## config.mk

```make
export PLATFORM = sky130hd
export DESIGN_NAME = trial_division_prime_test_unit
export DESIGN_NICKNAME = d
export VERILOG_FILES = /design/src/sv/tdpt_pkg.sv /design/src/sv/tdpt_div.sv /design/src/sv/trial_division_prime_test_unit.sv
export SDC_FILE = /design/constraint.sdc
export NUM_CORES = 1
export LEC_CHECK = 0
export BUFFER_PORTS_ARGS = -buffer_cell sky130_fd_sc_hd__buf_4
export CELL_PAD_IN_SITES_DETAIL_PLACEMENT = 2
export CELL_PAD_IN_SITES_GLOBAL_PLACEMENT = 2
export CORE_ASPECT_RATIO = 0.7
export CORE_MARGIN = 3
export CORE_UTILIZATION = 44
export CTS_CLUSTER_DIAMETER = 100
export CTS_CLUSTER_SIZE = 14
export DETAILED_ROUTE_END_ITERATION = 12
export PLACE_DENSITY_LB_ADDON = 0.1
export RECOVER_POWER = 25
export SLEW_MARGIN = 20
export SYNTH_ARGS = -nofsm -noshare
export SYNTH_HDL_FRONTEND = slang
export SYNTH_SLANG_ARGS = --single-unit
```

## constraint.sdc

```tcl
create_clock -name clk -period 5.3 [get_ports clk]
set_clock_uncertainty 0.2 [all_clocks]
set_input_delay 0.53 -clock clk [delete_from_list [all_inputs] [get_ports clk]]
set_output_delay 0.53 -clock clk [all_outputs]
set_load 0.02 [all_outputs]
```

## src/sv/tdpt_pkg.sv

```systemverilog
// Shared constants and types for the trial-division prime test unit.
package tdpt_pkg;

	localparam int unsigned NUMBER_BITS_DEF = 31;

	// status of the shared remainder unit, seen by the sequencer
	typedef struct packed {
		logic done;      // one-cycle pulse: remainder and quotient are valid
		logic rem_zero;  // remainder is zero
	} tdpt_div_status_t;

endpackage

```

## src/sv/tdpt_div.sv

```systemverilog
// Shared restoring divider: one quotient bit per cycle, gives remainder-zero and quotient.
module tdpt_div import tdpt_pkg::*; #(
	parameter int unsigned WIDTH = NUMBER_BITS_DEF
) (
	input  logic                 clk,
	input  logic                 arst_n,
	input  logic                 start,
	input  logic [WIDTH-1:0]     dividend,
	input  logic [WIDTH-1:0]     divisor,
	output tdpt_div_status_t     status,
	output logic [WIDTH-1:0]     quot
);

	localparam int unsigned CNT_W = $clog2(WIDTH + 1);

	logic [WIDTH-1:0] rem_q;
	logic [WIDTH-1:0] dvd_q;   // dividend bits shift out at the top, quotient bits in at the bottom
	logic [WIDTH-1:0] dsr_q;
	logic [CNT_W-1:0] cnt_q;
	logic             busy_q;
	logic             done_q;

	logic [WIDTH:0]   trial;
	logic [WIDTH:0]   diff;
	logic             qbit;

	assign trial = {rem_q, dvd_q[WIDTH-1]};
	assign diff  = trial - {1'b0, dsr_q};
	assign qbit  = ~diff[WIDTH];

	always_ff @(posedge clk or negedge arst_n) begin
		if (!arst_n) begin
			busy_q <= 1'b0;
			done_q <= 1'b0;
			cnt_q  <= '0;
		end else begin
			done_q <= 1'b0;
			if (start) begin
				busy_q <= 1'b1;
				cnt_q  <= CNT_W'(WIDTH);
			end else if (busy_q) begin
				cnt_q <= cnt_q - CNT_W'(1);
				if (cnt_q == CNT_W'(1)) begin
					busy_q <= 1'b0;
					done_q <= 1'b1;
				end
			end
		end
	end

	always_ff @(posedge clk) begin
		if (start) begin
			rem_q <= '0;
			dvd_q <= dividend;
			dsr_q <= divisor;
		end else if (busy_q) begin
			rem_q <= qbit ? diff[WIDTH-1:0] : trial[WIDTH-1:0];
			dvd_q <= {dvd_q[WIDTH-2:0], qbit};
		end
	end

	assign status.done     = done_q;
	assign status.rem_zero = (rem_q == '0);
	assign quot            = dvd_q;

endmodule

```

## src/sv/trial_division_prime_test_unit.sv

```systemverilog
// Top level of the trial-division prime test: sequencer, result register, divider instance.
//
// Usage:
//   Input channel (in_valid/in_ready, number) takes one word: an unsigned integer.
//   Output channel (out_valid/out_ready, is_prime) returns one word per input:
//   1 when the number is prime, 0 otherwise (0 and 1 report 0).
//   in_ready is high only while the sequencer is idle; one number is tested at a time.
//   For 0, 1, 2, 3 and even numbers no division runs: the sequencer goes to its hold
//   state, then out_valid rises and in_ready comes back in the same cycle.
//   An odd number n >= 5 runs odd divisors d = 3, 5, 7, ... through the shared
//   restoring divider; each divisor takes a load, one quotient bit per cycle and a
//   decide step. The loop ends at the first zero remainder or when d exceeds the quotient
//   n / d, so a prime runs every odd divisor up to about sqrt(n).
//   The divider's single subtract-compare per cycle sets the cost of each divisor.
//   The result sits in an output register; a new number is accepted while it waits.
//   If the receiver stalls and a second result is ready, the sequencer holds it and
//   stays busy until the output register frees up.
//   Reset (arst_n low) returns the sequencer and the divider to idle and drops out_valid;
//   the number, divisor, result and divider data registers are not reset.
module trial_division_prime_test_unit import tdpt_pkg::*; #(
	parameter int unsigned NUMBER_BITS = NUMBER_BITS_DEF
) (
	input  logic                   clk,
	input  logic                   arst_n,
	input  logic                   in_valid,
	output logic                   in_ready,
	input  logic [NUMBER_BITS-1:0] number,
	output logic                   out_valid,
	input  logic                   out_ready,
	output logic                   is_prime
);

	localparam int unsigned W = NUMBER_BITS;

	typedef enum logic [2:0] {
		S_IDLE = 3'b001,
		S_DIV  = 3'b010,
		S_HOLD = 3'b100
	} state_t;

	state_t           state_q;
	logic [W-1:0]     n_q;       // number under test
	logic [W-1:0]     d_q;       // current trial divisor
	logic             start_q;   // kicks the divider
	logic             res_q;     // finished result waiting for the output register
	logic             out_vld_q;
	logic             out_bit_q;

	tdpt_div_status_t div_st;
	logic [W-1:0]     div_quot;
	logic             out_free;

	assign in_ready  = (state_q == S_IDLE);
	assign out_free  = !out_vld_q || out_ready;
	assign out_valid = out_vld_q;
	assign is_prime  = out_bit_q;

	tdpt_div #(.WIDTH(W)) u_div (
		.clk      (clk),
		.arst_n   (arst_n),
		.start    (start_q),
		.dividend (n_q),
		.divisor  (d_q),
		.status   (div_st),
		.quot     (div_quot)
	);

	// sequencer
	always_ff @(posedge clk or negedge arst_n) begin
		if (!arst_n) begin
			state_q <= S_IDLE;
			start_q <= 1'b0;
		end else begin
			start_q <= 1'b0;
			unique case (state_q)
				S_IDLE: begin
					if (in_valid) begin
						// small numbers and even numbers need no division
						if (number <= W'(3) || !number[0]) begin
							state_q <= S_HOLD;
						end else begin
							state_q <= S_DIV;
							start_q <= 1'b1;
						end
					end
				end
				S_DIV: begin
					if (div_st.done) begin
						if (d_q > div_quot || div_st.rem_zero) begin
							state_q <= S_HOLD;
						end else begin
							start_q <= 1'b1;
						end
					end
				end
				S_HOLD: begin
					if (out_free) begin
						state_q <= S_IDLE;
					end
				end
				default: begin
					state_q <= S_IDLE;
				end
			endcase
		end
	end

	// datapath of the sequencer
	always_ff @(posedge clk) begin
		if (state_q == S_IDLE && in_valid) begin
			n_q   <= number;
			d_q   <= W'(3);
			// two and three are prime; zero, one and even numbers are not
			res_q <= (number > W'(1)) && (number <= W'(3));
		end else if (state_q == S_DIV && div_st.done) begin
			if (d_q > div_quot) begin
				res_q <= 1'b1;   // passed sqrt(n) with no factor
			end else if (div_st.rem_zero) begin
				res_q <= 1'b0;
			end else begin
				d_q <= d_q + W'(2);
			end
		end
	end

	// output register
	always_ff @(posedge clk or negedge arst_n) begin
		if (!arst_n) begin
			out_vld_q <= 1'b0;
		end else if (state_q == S_HOLD && out_free) begin
			out_vld_q <= 1'b1;
		end else if (out_ready) begin
			out_vld_q <= 1'b0;
		end
	end

	always_ff @(posedge clk) begin
		if (state_q == S_HOLD && out_free) begin
			out_bit_q <= res_q;
		end
	end

endmodule

```

### Word level (Yosys, flattened, before mapping)

Cells that the tools add are included.

| storage, ports and cells | value |
|---|---|
| input bits | 35 |
| word-level logic and storage cells | 75 |
| output and inout port bits | 3 |
| register bits after elaboration | 169 |

| operators by class | value |
|---|---|
| multiplexer cells | 28 |
| reduce and logical (&&, ||, !) cells | 17 |
| magnitude comparators | 3 |
| equality and inequality tests | 8 |
| bitwise gates (word level) | 3 |
| $add $sub $neg | 3 |

Operators by type and width:

| operator | count |
|---|---|
| 31-bit two-way mux | 3 |
| 32-bit by 31-bit subtractor with 32-bit output | 1 |
| 31-bit by 2-bit adder with 31-bit output (second input constant) | 1 |
| 31-bit by 1-bit > comparator with 1-bit output (second input constant) | 1 |
| 31-bit > comparator | 1 |
| 31-bit by 2-bit less-or-equal comparator with 1-bit output (second input constant) | 1 |
| 31-bit logical NOT | 1 |
| 1-bit two-way mux | 16 |
| 3-bit two-way mux | 5 |
| 5-bit two-way mux | 2 |
| 3-bit case mux with 3 select lines | 1 |
| 2-bit != test (second input constant) | 3 |
| 2-bit nonzero test | 3 |
| 5-bit by 1-bit equality test with 1-bit output (second input constant) | 1 |
| 5-bit by 1-bit subtractor with 5-bit output (second input constant) | 1 |
| 1-bit logical AND | 4 |
| 4-bit AND reduction | 1 |
| 3-bit by 1-bit equality test with 1-bit output (second input constant) | 1 |
| 3-bit by 2-bit equality test with 1-bit output (second input constant) | 1 |
| 3-bit equality test (second input constant) | 1 |
| 1-bit logical OR | 3 |
| 1-bit NOT | 3 |
| 3-bit AND reduction | 1 |
| 3-bit nonzero test | 1 |
| other kinds (4) | 5 |

### Logic depth before layout (Yosys ltp)

Gate-level depths: netlist of run 1.

| depth | value |
|---|---|
| depth after elaboration | 5 |
| mapped depth | 14 |
| depth with buffers taken out | 11 |

### Cells and area by module

A second synthesis of run 1 with hierarchy kept.

| unflattened totals | value |
|---|---|
| cells, all modules | 958 |
| area, all modules | 9616.7 um^2 |

By module, submodules not included:

| module | seq. area each (um^2) | area an instance (um^2) | cells an instance | times used |
|---|---|---|---|---|
| tdpt_div | 2657.5 | 5989.5 | 597 | 1 |
| trial_division_prime_test_unit | 1717.9 | 3627.2 | 361 | 1 |

### Worst setup path before layout of run 1

OpenSTA, ideal clock, no wires.

| timing | value |
|---|---|
| kind | reg-to-reg |
| from | register state_q[0] |
| to | register n_q[0] (enable) |
| stages on the path, launching flop included | 6 |
| required time | 4693 ps |
| path slack | 1854 ps |
| library setup time | 407 ps |
| path buffers | 2 |
| period minus slack after synthesis | 3446 ps |
| arrival | 2839 ps |
| path through | dfstp_2 nor3b_1 nand2_1 inv_1 clkbuf_1 clkbuf_1 |

| on the way | value |
|---|---|
| longest elaborated chain between the ends | 2 |

RTL lines:

| what | line | source |
|---|---|---|
| from (decl) | trial_division_prime_test_unit.sv:41 | `state_t state_q;` |
| from (signal assigned) | trial_division_prime_test_unit.sv:71 | `state_q <= S_IDLE;` |
| from (signal assigned) | trial_division_prime_test_unit.sv:80 | `state_q <= S_HOLD;` |
| from (signal assigned) | trial_division_prime_test_unit.sv:82 | `state_q <= S_DIV;` |
| 3-bit by 1-bit equality test with 1-bit output | -- |  |
| named net in_ready | trial_division_prime_test_unit.sv:26 | `output logic in_ready,` |
| 1-bit logical AND | trial_division_prime_test_unit.sv:110 | `if (state_q == S_IDLE && in_valid) begin` |
| to (signal assigned) | trial_division_prime_test_unit.sv:111 | `n_q <= number;` |
| to (decl) | trial_division_prime_test_unit.sv:42 | `logic [W-1:0] n_q;` |

The timed path passes the listed nets, and every way through them passes these cells.
A chain may end at the register's enable or synchronous reset.

### Final worst setup path of run 1

| timing | value |
|---|---|
| from | register u_div.rem_q[0] |
| to | register u_div.rem_q[6] |

| on the way | value |
|---|---|
| longest elaborated chain between the ends | 2 |

RTL lines:

| what | line | source |
|---|---|---|
| from (decl) | tdpt_div.sv:16 | `logic [WIDTH-1:0] rem_q;` |
| from (signal assigned) | tdpt_div.sv:57 | `rem_q <= qbit ? diff[WIDTH-1:0] : trial[WIDTH-1:0];` |
| 32-bit by 31-bit subtractor with 32-bit output | tdpt_div.sv:28 | `assign diff = trial - {1'b0, dsr_q};` |
| 31-bit two-way mux | tdpt_div.sv:57 |  |

No other way between the ends.

==> results of run 1 <==
[path summary, 6_finish.rpt]
check,from,end,slack [ns]
setup / recovery,u_div.rem_q[0],u_div.rem_q[6],1.29
hold / removal,number[19],n_q[19],0.09
setup reg to reg,u_div.rem_q[0],u_div.rem_q[6],1.29
hold reg to reg,d_q[11],u_div.dsr_q[11],0.33
max in group asynchronous,arst_n,start_q,3.90
min in group asynchronous,arst_n,out_valid,0.46
[worst reg2reg max path, delay by kind of cell, from the launching register on]
kind | cells | cell delay, ns
AO/OA/AOI/OAI | 4 | 1.16
adder cells (fa/ha/maj) | 1 | 0.31
buffers and inverters | 1 | 0.46
flip-flops | 1 | 0.48
multiplexers | 1 | 0.17
AND/OR/NAND/NOR | 4 | 1.11
[cell type report]
| cell class | count | area (µm²) | share of cell area, % |
|---|---|---|---|
| repair buffers | 44 | 250.2 | 2.468 |
| clock buffers | 17 | 425.4 | 4.195 |
| clock inverters | 15 | 155.1 | 1.530 |
| well taps | 270 | 337.8 | 3.331 |
| inverters | 78 | 292.8 | 2.887 |
| multi-input cells | 630 | 4329 | 42.69 |
| flip-flops and latches | 167 | 4350 | 42.90 |
[synth_stat cells (11+ instances only)]
master                     number  area share (%)
sky130_fd_sc_hd__dfxtp_1       61              13
sky130_fd_sc_hd__nand2_1       82             3.4
sky130_fd_sc_hd__nand3_1       13            0.71
sky130_fd_sc_hd__a211oi_1      32             2.6
sky130_fd_sc_hd__ha_1          63             8.6
sky130_fd_sc_hd__nand2b_1      11            0.75
sky130_fd_sc_hd__xnor2_1       43             4.1
sky130_fd_sc_hd__o21ai_0       44             2.4
sky130_fd_sc_hd__nor2_1        77             3.2
sky130_fd_sc_hd__nor3_1        17            0.93
sky130_fd_sc_hd__nand4_1       16             1.1
sky130_fd_sc_hd__edfxtp_1      94              31
sky130_fd_sc_hd__mux2i_1       28             3.1
sky130_fd_sc_hd__a21o_1        26             2.1
sky130_fd_sc_hd__nor4_1        24             1.6
sky130_fd_sc_hd__dfrtp_1       11             3.0
sky130_fd_sc_hd__inv_1         78             3.2
sky130_fd_sc_hd__a21oi_1       40             2.2
sky130_fd_sc_hd__clkbuf_1      24            0.99
[per-layer routing]
| layer | global-route usage (%) | up-vias |
|---|---|---|
| met5 | 0 | - |
| met4 | 9.249 | 0 |
| met3 | 4.039 | 49 |
| met2 | 44.87 | 139 |
| met1 | 35.76 | 3697 |
| li1 | - | 3347 |
[state kept, by name (all words and copies together), names as in the netlist]
signal and count:
n_q 31, start_q 1, state_q 3, is_prime 1, u_div.cnt_q 5, u_div.done_q 1, u_div.quot 31, u_div.busy_q 1
u_div.rem_q 31, res_q 1, out_valid 1, d_q 30, u_div.dsr_q 30
[metrics by stage]
| stage | utilization (%) | cells | power, µW | worst slack, ns |
|---|---|---|---|---|
| after floorplan | - | 910 | 4198 | 1.854 |
| after global placement | 47.87 | 1188 | 4685 | 1.648 |
| after detailed placement | 47.87 | 1188 | 4940 | 1.435 |
| after CTS | 50.81 | 1221 | 6288 | 1.270 |
| after global routing | 50.40 | 1221 | 6689 | 1.041 |
| final | 50.40 | 1221 | 6254 | 1.286 |
[report_power, final]
group / switching, µW / internal, µW
logic: 1660 / 1140
registers: 340 / 1840
clock network: 580 / 695
[cell families (layout without fill, tap and decap cells)]
| group | after synthesis | count (layout) |
|---|---|---|
| AND/OR/NAND/NOR | 288 | 288 |
| AO/OA/AOI/OAI | 194 | 194 |
| flip-flops | 167 | 167 |
| buffers and inverters | 113 | 154 |
| adder cells (fa/ha/maj) | 64 | 64 |
| XOR/XNOR | 53 | 53 |
| multiplexers | 31 | 31 |
[timing repair]
action,in CTS,in global routing
hold buffers,1,0
endpoints found under the hold margin,12,0
endpoints found under the setup margin,0,0
==> flow_summary_export.csv, run 1 <==
group,metric,value,unit
run_status,run_status,"complete, no violations",
die,initial_core_util,45.44,%
timing,worst_hold_slack,0.09213,ns
timing,final_min_period_over_clock_period,75.74,%
die,die-area,22570,µm²
critical_path,critPathRequiredTime,5.42,ns
min_path,whs_path_depth,1,
placed_design,hpwlAfterDp,20480,µm
critical_path,critical-path-max-stage-delay,0.48,ns
synthesis,synthCells,910,
clocking,htreeDepth,4,
synthesis,synth-edff-count,94,
clocking,cts.root.buffer_cell,"sky130_fd_sc_hd__clkbuf_16",
power_and_ir_drop,leakage,0.004185,µW
synthesis,synth_seq_cells,167,
drt,detailroute.wirelength.met3,810,µm
timing,timing_max_transition_violations_final,0,
die,placement_rows,43,
finish,finish.net_count,1037,
critical_path,crit_slowest_cell,"sky130_fd_sc_hd__dfxtp_1",
synthesis,multiplexer_share_of_the_synthesized_area,3.435,%
finish,num-fill-cells,2090,
die,chipWidth,178.3,µm
critical_path,cp_cell_sequence,"ha_1, a211oi_1, o21bai_1, o21ai_1, nand3_1, and3_1, or3_1, nand3_2, buf_4, mux2i_1, a211oi_1",
drt,drt_iter0_markers,513,
placed_design,portbufs,37,
synthesis,yosys.cell_types.count,71,
timing,grt_setup_unrepaired,"no",
die,core_region_area,20120,µm²
synthesis,synth.yosys.warnings,0,
critical_path,worst-path-buf-inv,1,
placed_design,dpl_cell_area,9633,µm²
synthesis,post_synth.cell_area_avg,10.05,µm²
critical_path,endpoint_kind,"flop",
clocking,worstSkewPairLatency,0.45,ns
drt,drt_pass1_iterations,5,
drt,dr.max_layer_used,"met4",
grt,number_of_global_route_vias_before_repair,8038,
drt,drt_drc_violations_left,0,
timing,period_minus_slack,4.014,ns
critical_path,start_kind,"flop",
synthesis,synth_simple_gate_area_share,15.57,%
power_and_ir_drop,peakVddDrop,0.0003146,V
finish,post_route_cells_drive_above_1_share,8.097,%
critical_path,timing_worst_setup_path_type,"reg2reg",
critical_path,cp_common_cell,"sky130_fd_sc_hd__a211oi_1",
timing,setup_tns,0,ns
critical_path,number_of_cells_on_the_worst_reg_to_reg_path,11,
grt,grt_pass1_wl,46560,µm
grt,grt_remaining_overflow,0,
clocking,ctsLongestPathBuffers,2,
timing,tightest_slew,0.9030,ns
finish,layout_area_growth_over_synthesis,10.92,%
grt,grt_antenna_before_repair,0,
clocking,post_cts_resized,0,
synthesis,syn_nets,1009,
timing,max_freq,249.1,MHz
synthesis,dominant_combinational_cell_family_by_area_after_synthesis,"simple AND/OR/NAND/NOR gates",
finish,layout.cells.most_common_list,"sky130_fd_sc_hd__edfxtp_1, sky130_fd_sc_hd__nand2_1, sky130_fd_sc_hd__inv_1, sky130_fd_sc_hd__nor2_1, sky130_fd_sc_hd__ha_1",
timing,setup_viol,0,
clocking,cts_post_setup_buffers_inserted,0,
clocking,cts_tree,"built",
synthesis,syn_area,9143,µm²
drt,m1WireLength,13380,µm
critical_path,path_max_fanout,24,
synthesis,ys_async_sr_fraction,7.186,%
synthesis,synth_xor_area_share,5.077,%
die,ios,38,
drt,total_via_count_in_the_routed_design,7232,
drt,wl,28950,µm
clocking,path_clk_slew,0.08,ns
critical_path,timing.critical_path.max_delay_family,"compound AO/OA/AOI/OAI gates",
finish,finalInstanceArea,10140,µm²
finish,antennaDiodeCount,0,
critical_path,worst-endpoint-arrival,4.13,ns
power_and_ir_drop,power.density,616.7,nW/µm²
drt,viasPerCell,5.923,
run,max_cap_violations,0,
die,fp.dieH,126.6,µm
synthesis,synthFlopType,"sky130_fd_sc_hd__edfxtp_1",
drt,route.detailed.wl_per_inst,23.71,µm
min_path,worst_hold_path_type,"in2reg",
finish,mostFrequentLayoutCell,"sky130_fd_sc_hd__edfxtp_1",
drt,wl_met2,14110,µm
placed_design,finalWeightedCongestion,0.8723,
drt,antenna_violating_nets_post_route,0,
grt,grt_max_degree,72,
synthesis,sequential_element_share_of_the_synthesized_area,47.53,%
critical_path,timing.critical_path.depth,11,
synthesis,synth_compound_area_share,14.33,%
timing,timing_hold_violations_final,0,
timing,worst_slew_margin_rel,39.80,%
synthesis,synthAdderAreaFrac,8.841,%
clocking,clock_sink_count,167,
grt,grt_use_total,26.85,%
clocking,cts_buffers,17,
Note: power is estimated with default switching activity, not from simulation.
==> run 2: changes to the inputs <==
- CORE_UTILIZATION: 44 -> 37
- clock period: 5.3 -> 3.3 ns (I/O delays scaled with it)
==> run 2 against run 1 <==
Compared with the run above:
- clock power increased by 67%
- fmax increased by 23%
- cell area increased by 12%
- power increased by 82%
- setup slack got worse by 1.3 ns
- cell count increased by 11%
- clock-buffer cell count increased by 8
- core utilization decreased by 2.7 points
- first-iteration DRC count decreased by 39%
- non-clock buffer count increased by 83
- via count increased by 3.2%
- wire length increased by 4.0%
==> flow_summary_export.csv, run 2 (same netlist as run 1, synthesis figures left out) <==
group,metric,value,unit
grt,grt_max_degree,68,
min_path,worst_hold_path_type,"in2async",
finish,mostFrequentLayoutCell,"sky130_fd_sc_hd__edfxtp_1",
drt,total_via_count_in_the_routed_design,7463,
power_and_ir_drop,peakVddDrop,0.0005453,V
critical_path,timing_worst_setup_path_type,"reg2reg",
power_and_ir_drop,leakage,0.004705,µW
critical_path,critPathRequiredTime,3.39,ns
finish,layout.cells.most_common_list,"sky130_fd_sc_hd__edfxtp_1, sky130_fd_sc_hd__nand2_1, sky130_fd_sc_hd__nor2_1, sky130_fd_sc_hd__inv_1, sky130_fd_sc_hd__dfxtp_1",
grt,grt_remaining_overflow,0,
clocking,htreeDepth,4,
drt,viasPerCell,5.520,
die,ios,38,
timing,final_min_period_over_clock_period,99.18,%
placed_design,numPlacedInstances,1273,
drt,wl,30100,µm
timing,grt_setup_unrepaired,"yes",
critical_path,number_of_cells_on_the_worst_reg_to_reg_path,12,
finish,post_layout_nonfiller_instances,1352,
finish,num-fill-cells,2406,
drt,route.detailed.wl_per_inst,22.27,µm
grt,number_of_global_route_vias_before_repair,8120,
timing,setup_viol,0,
timing,timing_max_transition_violations_final,0,
die,core_region_area,23930,µm²
clocking,clock_sink_count,167,
die,placement_rows,47,
clocking,path_clk_slew,0.06,ns
die,fp.dieH,137.5,µm
finish,post_route_cells_drive_above_1_share,16.54,%
timing,worst_slew_margin_rel,42.67,%
finish,final_core_util,47.66,%
critical_path,rr_startpoint,"u_div.dsr_q[10]",
clocking,cts_buffers,17,
timing,timing_hold_violations_final,0,
grt,grt_use_total,22.31,%
power_and_ir_drop,power.density,995.5,nW/µm²
clocking,cts.root.buffer_cell,"sky130_fd_sc_hd__clkbuf_16",
die,chipWidth,193.9,µm
clocking,cts_tree,"built",
grt,grt_antenna_before_repair,0,
critical_path,setup.worst_path.start,"u_div.dsr_q[10]",
critical_path,endpoint_kind,"flop",
placed_design,portbufs,37,
timing,max_freq,305.6,MHz
grt,grt_pass1_wl,46360,µm
drt,drt_iter0_markers,314,
placed_design,hpwlAfterDp,20460,µm
timing,tightest_slew,0.8599,ns
clocking,worstSkewPairLatency,0.45,ns
critical_path,worst-endpoint-arrival,3.36,ns
clocking,ctsLongestPathBuffers,2,
run,max_cap_violations,0,
critical_path,path_max_fanout,3,
critical_path,start_kind,"flop",
finish,finish.net_count,1120,
die,die-area,26660,µm²
drt,antenna_violating_nets_post_route,0,
run_status,run_status,"complete, no violations",
timing,period_minus_slack,3.273,ns
drt,drt_drc_violations_left,0,
finish,antennaDiodeCount,0,
placed_design,finalWeightedCongestion,0.8359,
drt,drt_pass1_iterations,4,
finish,layout_area_growth_over_synthesis,24.77,%
die,initial_core_util,38.20,%
run 2: cell count changes in the layout (fill, tap and decap cells not counted), moves of 8 or more:
cell and change:
sky130_fd_sc_hd__buf_4 +43, sky130_fd_sc_hd__ha_1 -8, sky130_fd_sc_hd__dlygate4sd3_1 +33, sky130_fd_sc_hd__ha_4 +8, sky130_fd_sc_hd__a211oi_2 +9, sky130_fd_sc_hd__a211oi_1 -9
run 2: repair_timing:
action / in CTS / in global routing
gates cloned: 0 / 5
hold endpoints to repair: 45 / 0
endpoints found under the setup margin: 8 / 37
pin swaps: 3 / 33
hold buffers: 34 / 0
buffers inserted: 0 / 8
gates resized for setup: 3 / 53
run 2: worst max-delay path, stage by stage, from the launching register on:
cell                       delay (ns)
sky130_fd_sc_hd__edfxtp_1        0.35
sky130_fd_sc_hd__inv_2           0.05
sky130_fd_sc_hd__ha_4            0.28
sky130_fd_sc_hd__nand3_4         0.08
sky130_fd_sc_hd__or3_4           0.39
sky130_fd_sc_hd__o21ba_4         0.20
sky130_fd_sc_hd__buf_6           0.11
sky130_fd_sc_hd__or4_4           0.58
sky130_fd_sc_hd__a31oi_4         0.28
sky130_fd_sc_hd__o21ai_4         0.10
sky130_fd_sc_hd__nor4b_4         0.14
sky130_fd_sc_hd__o31ai_1         0.24
sky130_fd_sc_hd__a311oi_1        0.11
run 2: metal layers:
layer  global-route usage, %  share of wire (%)
met1                   29.92                 47
met2                   37.96                 48
met3                   3.520                2.8
met4                   6.178                1.8
met5                       0                  0
run 2: cell type report:
| cell class | instances | area [µm²] | area share [%] |
|---|---|---|---|
| Clock buffer | 25 | 495.5 | 4.344 |
| Clock inverter | 7 | 117.6 | 1.031 |
| Sequential cell | 167 | 4350 | 38.14 |
| Tap cell | 318 | 397.9 | 3.488 |
| Timing Repair Buffer | 127 | 1111 | 9.740 |
| Inverter | 78 | 292.8 | 2.567 |
| Multi-Input combinational cell | 630 | 4642 | 40.69 |
run 2: stage by stage:
stage	setup WS (ns)	instance area [µm²]	TNS [ns]	hold WS [ns]	total power (µW)
6_report	0.02722	11410	0	0.2332	11360
5_1_grt	-0.09708	11410	-0.7184	0.2718	12120
4_1_cts	0.01048	11010	0	0.03576	10600
3_5_place_dp	-0.08918	10030	-0.1138	-0.02088	8273
3_3_place_gp	0.02648	10030	0	-0.02649	7950
2_1_floorplan	0.1434	9144	0	-0.1656	6740
run 2: worst paths after layout:
kind	to	slack, ns
hold / removal	u_div.cnt_q[2]	0.23
setup / recovery	u_div.rem_q[30]	0.03
setup reg to reg	u_div.rem_q[30]	0.03
hold reg to reg	is_prime	0.26
min in group clk	is_prime	0.26
max in group asynchronous	start_q	2.17
run 2: power by group:
group | switching, µW | leakage, µW | internal (µW)
registers | 480 | 0.00157 | 2950
clock network | 865 | 0.000302 | 1270
logic | 3100 | 0.00283 | 2680
total | 4450 | 0.00470 | 6910
